<file path="src/hw/rtl/plst_pkg.sv">
package plst_pkg;

  typedef logic signed [31:0] value_t;

  // Command codes
  localparam logic [2:0] ACT_INSERT   = 3'd0;
  localparam logic [2:0] ACT_DELETE   = 3'd1;
  localparam logic [2:0] ACT_LOCATE   = 3'd2;
  localparam logic [2:0] ACT_RETRIEVE = 3'd3;
  localparam logic [2:0] ACT_CLEAR    = 3'd4;

  // Status codes
  localparam logic [1:0] ST_OK    = 2'd0;
  localparam logic [1:0] ST_RANGE = 2'd1;
  localparam logic [1:0] ST_FULL  = 2'd2;

  typedef enum logic [1:0] {
    CELL_HOLD,
    CELL_INS,
    CELL_DEL
  } cell_op_t;

  // Broadcast control for every cell of the chain
  typedef struct packed {
    cell_op_t   op;
    logic [6:0] pos;
    value_t     value;
    logic       scan_load;
    logic       scan_shift;
  } cell_ctl_t;

  typedef struct packed {
    value_t     read_value;
    logic [6:0] found_position;
    logic [6:0] list_length;
    logic [1:0] status;
  } result_t;

endpackage

</file>
<file path="src/hw/rtl/plst_cell.sv">
module plst_cell #(
  parameter int INDEX = 0
) (
  input  logic               clk,
  input  plst_pkg::cell_ctl_t ctl,
  input  plst_pkg::value_t   left_entry,
  input  plst_pkg::value_t   right_entry,
  input  plst_pkg::value_t   right_scan,
  output plst_pkg::value_t   entry,
  output plst_pkg::value_t   scan
);

  plst_pkg::value_t entry_r, entry_nxt;
  plst_pkg::value_t scan_r, scan_nxt;

  always_comb begin
    entry_nxt = entry_r;
    unique case (ctl.op)
      plst_pkg::CELL_INS: begin
        // take the left neighbor above the insert point, the new value at it
        if (INDEX > int'(ctl.pos)) begin
          entry_nxt = left_entry;
        end else if (INDEX == int'(ctl.pos)) begin
          entry_nxt = ctl.value;
        end
      end
      plst_pkg::CELL_DEL: begin
        // close the gap from the right
        if (INDEX >= int'(ctl.pos)) begin
          entry_nxt = right_entry;
        end
      end
      plst_pkg::CELL_HOLD: begin
        entry_nxt = entry_r;
      end
      default: begin
        entry_nxt = entry_r;
      end
    endcase
  end

  always_comb begin
    if (ctl.scan_load) begin
      scan_nxt = entry_r;
    end else if (ctl.scan_shift) begin
      scan_nxt = right_scan;
    end else begin
      scan_nxt = scan_r;
    end
  end

  always_ff @(posedge clk) begin
    entry_r <= entry_nxt;
    scan_r  <= scan_nxt;
  end

  assign entry = entry_r;
  assign scan  = scan_r;

endmodule

</file>
<file path="config.mk">
export PLATFORM = sky130hd
export DESIGN_NAME = plst_cell
export DESIGN_NICKNAME = d
export VERILOG_FILES = /design/src/hw/rtl/plst_pkg.sv /design/src/hw/rtl/plst_cell.sv
export SDC_FILE = /design/constraint.sdc
export NUM_CORES = 1
export LEC_CHECK = 0
export BUFFER_PORTS_ARGS = -buffer_cell sky130_fd_sc_hd__buf_2
export CAP_MARGIN = 25
export CORE_MARGIN = 8
export CORE_UTILIZATION = 44
export DETAILED_ROUTE_END_ITERATION = 6
export GPL_TIMING_DRIVEN = 0
export HOLD_SLACK_MARGIN = 0.03
export PLACE_DENSITY = 0.95
export RECOVER_POWER = 50
export SKIP_LAST_GASP = 1
export SLEW_MARGIN = 10
export SYNTH_ARGS = -nofsm -noshare
export SYNTH_HDL_FRONTEND = slang
export SYNTH_SLANG_ARGS = --single-unit
</file>
<file path="constraint.sdc">
create_clock -name clk -period 5.5 [get_ports clk]
set_clock_uncertainty 0.15 [all_clocks]
set_input_delay 0.55 -clock clk [delete_from_list [all_inputs] [get_ports clk]]
set_output_delay 0.55 -clock clk [all_outputs]
set_load 0.02 [all_outputs]
</file>
== Word-level counts from Yosys, hierarchy flattened ==
Index checks and enable logic that the tools add are counted.
W data, S select, Z words.

* Output and inout port bits: 64
* Memories: 0
* Bits in latches: 0
* ROM bits: 0
* Bits in writable memories: 0
* Input bits: 140
* Register bits: 64
* Word-level logic and storage cells: 16

* Mux-type cells: 5
* Add/sub/neg operators: 0
* $lt $le $gt $ge: 1
* Multiply operators: 0
* Reductions and logical operators: 4
* Shift-type cells: 0
* Div/mod/pow operators: 0
* Bitwise gates (word level): 0
* Eq/ne operators: 4

{| class="wikitable"
|+ Operators by type and width
! operator !! number
|-
| $mux W32 || 4
|-
| $pmux W32 S2 || 1
|-
| $ge A1 B7 Y1 const A || 1
|-
| $logic_not A7 Y1 || 1
|-
| $ne A2 B2 Y1 const B || 2
|-
| $reduce_bool A2 Y1 || 2
|-
| $reduce_and A3 Y1 || 1
|-
| $eq A2 B1 Y1 const B || 1
|-
| $eq A2 B2 Y1 const B || 1
|}

== Depth between registers and ports, before layout ==
* Depth after elaboration: 3
* Depth in mapped cells: 4
* Gate-level depth less buffers: 2

== Least setup slack after synthesis ==
OpenSTA, ideal clock, no wires.

* Path type: input -> register
* Start: input port ctl[37] in the netlist's numbering
* End: register entry_r[0], in the netlist entry[0], enable pin
* Arrival: 1.643 ns
* Slack: 3.315 ns
* Path buffers: 0
* Library setup time: 0.392 ns
* Cell stages on the path: 2
* Data required time: 4.958 ns
* Cell sequence: nor4_1 -> and3_1

* Cells in the longest elaborated chain, start to end: 3
* Elaborated cells between the ends (all ways): 5
* Those cells by class: 1 x order compare; 2 x eq/ne; 2 x reduce/logical

{| class="wikitable"
|+ Ends and longest elaborated chain
! item !! RTL line !! source
|-
| start: declaration || plst_cell.sv:5 || <nowiki>input plst_pkg::cell_ctl_t ctl,</nowiki>
|-
| $ge A1 B7 Y1 or $logic_not A7 Y1 (tied branches) || plst_cell.sv:29, plst_cell.sv:23 ||
|-
| $ne A2 B2 Y1 (no line) || - ||
|-
| $reduce_and A3 Y1 (no line) (*) || - ||
|-
| end signal: assignment || plst_cell.sv:53 || <nowiki>entry_r <= entry_nxt;</nowiki>
|-
| end: declaration || plst_cell.sv:13 || <nowiki>plst_pkg::value_t entry_r, entry_nxt;</nowiki>
|}

Mark *: on every way between the ends. The rest lies on a longest branch, timed or not.
A chain may end at the register's enable or synchronous reset.

== Worst setup path in the final report ==
* Start: input port ctl[1] in the netlist's numbering
* End: register scan_r[12], in the netlist scan[12], enable pin

* Cells in the longest elaborated chain, start to end: 1

{| class="wikitable"
|+ Ends and longest elaborated chain
! item !! RTL line !! source
|-
| $reduce_bool A2 Y1 (no line) || - ||
|-
| end signal: assignment || plst_cell.sv:54 || <nowiki>scan_r <= scan_nxt;</nowiki>
|-
| end: declaration || plst_cell.sv:14 || <nowiki>plst_pkg::value_t scan_r, scan_nxt;</nowiki>
|}

Every way passes these cells.

==> run summary <==
Max rail drop VDD -> 0.192 mV
Insertion delay to the later sink of the worst-skew pair -> 0.32 ns
Hpwl dp -> 5.96 mm
Die Wd -> 97.1 um
Commonest cells post-synth -> edfxtp_1, mux2_2, mux2_4
Share of layout cells above drive strength 1 -> 0.576
Drt initial violations -> 39
Setup-failing EPs final -> 0
Initial core utilization -> 0.456
Power density over the cells -> 280 mW/mm2
Setup repair after global routing missed its margin -> false
Asr flop ratio synth -> 0
Slew Viols, Final -> 0
Vias in the first global route -> 2,254
Initial antenna violation count -> 0
Syn. warnings -> 0
Most frequent cell after synthesis -> edfxtp_1
Worst-Margin Slew -> 0.802 ns
Power Total -> 1.07 mW
Post-synth top area share -> 0.664
DR WL/cell -> 18.6 um
Largest net degree at the start of global routing -> 33
Avg Vias per Cell -> 4.75
Logic pwr share -> 0.121
Cell taking the most area after synthesis -> edfxtp_1
Synth unique cells -> 12
CP Data Arrival Time -> 2.05 ns
Fmax achieved -> 445 MHz
Pint -> 827 uW
Nets -> 463
Synth top area cells -> edfxtp_1, mux2_4, mux2_2
GPL Wtd Cong -> 0.723
First-pass GRT wire length -> 11.6 mm
Register area share after synthesis -> 0.664
Post-Syn Area -> 0.00289 mm2
Core ar. -> 0.00635 mm2
Clock-pin slew on the worst setup and hold paths -> 0.07 ns
Hold Crit Class -> in2reg
Final hold violations -> 0
Clock root buffer -> clkbuf_8
Power share of the clock group -> 0.351
Max clock buf depth -> 2
CP max FO -> 32
Fin crit period -> 2.25 ns
Fin cells -> 405
Pre-antenna DRT Iters -> 4
TritonCTS clock tree -> done
Cells after Synth -> 142
Syn Area/Cell -> 20.4 um2
Full die area -> 0.00943 mm2
CP Launch Type -> primary input
Hold-fix buffers, CTS -> 0
Outcome -> finished clean
PostCTS Resize Cnt -> 0
Wirelength, routed -> 7.55 mm
NetSw -> 243 uW
Max-cap violations -> 0
Yosys reg bits -> 64
Critical path required time -> 5.30 ns
Seq pwr share -> 0.528
Post-route ant nets -> 0
Switch share -> 0.227
Num rows -> 29
TritonCTS buffer count -> 9
DP Worst Slack -> 3.25 ns
# port buffers -> 170
Leak pwr -> 1.58 nW
FILL cells -> 549
Residual DRC -> 0
Setup_tns -> 0 ns
Layout Area Growth over Synthesis -> 32.0%
Slew HR -> 0.466
Post-CTS setup buffers -> 0
IO Pins -> 204
Synthesized Nets -> 282
Top_reg_cell synth -> edfxtp_1
Final worst path period share -> 0.409
GRT overflow -> 0
Via count -> 1,925
DP Cell Count -> 389
Setup slack after layout -> 3.25 ns
CP Class -> in2reg
Sink Count -> 64
Overall routing resource usage -> 0.155
Post-synth EDFFs -> 64
Die height -> 97.1 um
Diodes inserted -> 0
Maximum level of the CTS H-tree -> 3
Setup crit end kind -> register
==> state kept, by name, indices dropped and copies added, names as in the netlist <==
register / flops
entry: 32
scan: 32
==> metal layers <==
metal | wire length [um] | GRT usage
met1 | 2750 | 0.154
met2 | 4030 | 0.278
met3 | 634 | 0.0640
met4 | 131 | 0.0663
met5 | 0 | 0
==> final timing paths <==
check | cells past startpoint | slack, ns | from | end
max | 3 | 3.25 | ctl[1] | scan[12]
min | 2 | 0.36 | ctl[24] | entry[22]
max reg2reg | 1 | 4.41 | entry[1] | scan[1]
min reg2reg | 1 | 0.42 | entry[10] | scan[10]
==> power groups by stage <==
stage | clock network, mW | logic, mW | registers (mW)
finish | 0.376 | 0.129 | 0.565
global route | 0.405 | 0.140 | 0.567
CTS | 0.384 | 0.157 | 0.565
detailed placement | 0 | 0.156 | 0.575
global placement | 0 | 0.151 | 0.574
floorplan | 0 | 0.0639 | 0.600
==> layout by cell type, fill, tap and decap left out, drive strengths merged <==
master and n:
bufinv 1, mux2 64, buf 138, clkinv 4, or2 1, xor2 1
and3 1, edfxtp 64, nor3 1, nor4 1, clkbuf 51, nor2b 1
==> stage by stage <==
stage | hold WS [ns] | instance area (um2) | util
after floorplan | 0.567 | 2890 | -
after CTS | 0.358 | 4020 | 0.633
final | 0.356 | 3820 | 0.601
after global placement | 0.399 | 3840 | 0.605
after global routing | 0.340 | 3820 | 0.601
after detailed placement | 0.408 | 3840 | 0.605
==> critical path, cell delays in order <==
cell,delay (ns)
clkbuf_1,0.26
clkbuf_1,0.47
or2_2,0.75
==> cell families after synthesis <==
group,share of synthesized area
muxes,0.288
buffers and inverters,0.0316
xor gates and xnor gates,0.00303
DFF,0.664
and+or+nand+nor,0.0130
==> area by class of cell <==
| cell class | instances | area (um2) | area share |
|---|---|---|---|
| plain buffers | 8 | 30.0 | 0.00787 |
| clock buffers | 11 | 131 | 0.0344 |
| clock inverters | 5 | 47.5 | 0.0125 |
| multi-input cells | 70 | 779 | 0.204 |
| flip-flops and latches | 64 | 1920 | 0.503 |
| well taps | 77 | 96.3 | 0.0252 |
| repair buffers | 170 | 811 | 0.212 |
Note: power is estimated with default switching activity, not from simulation.
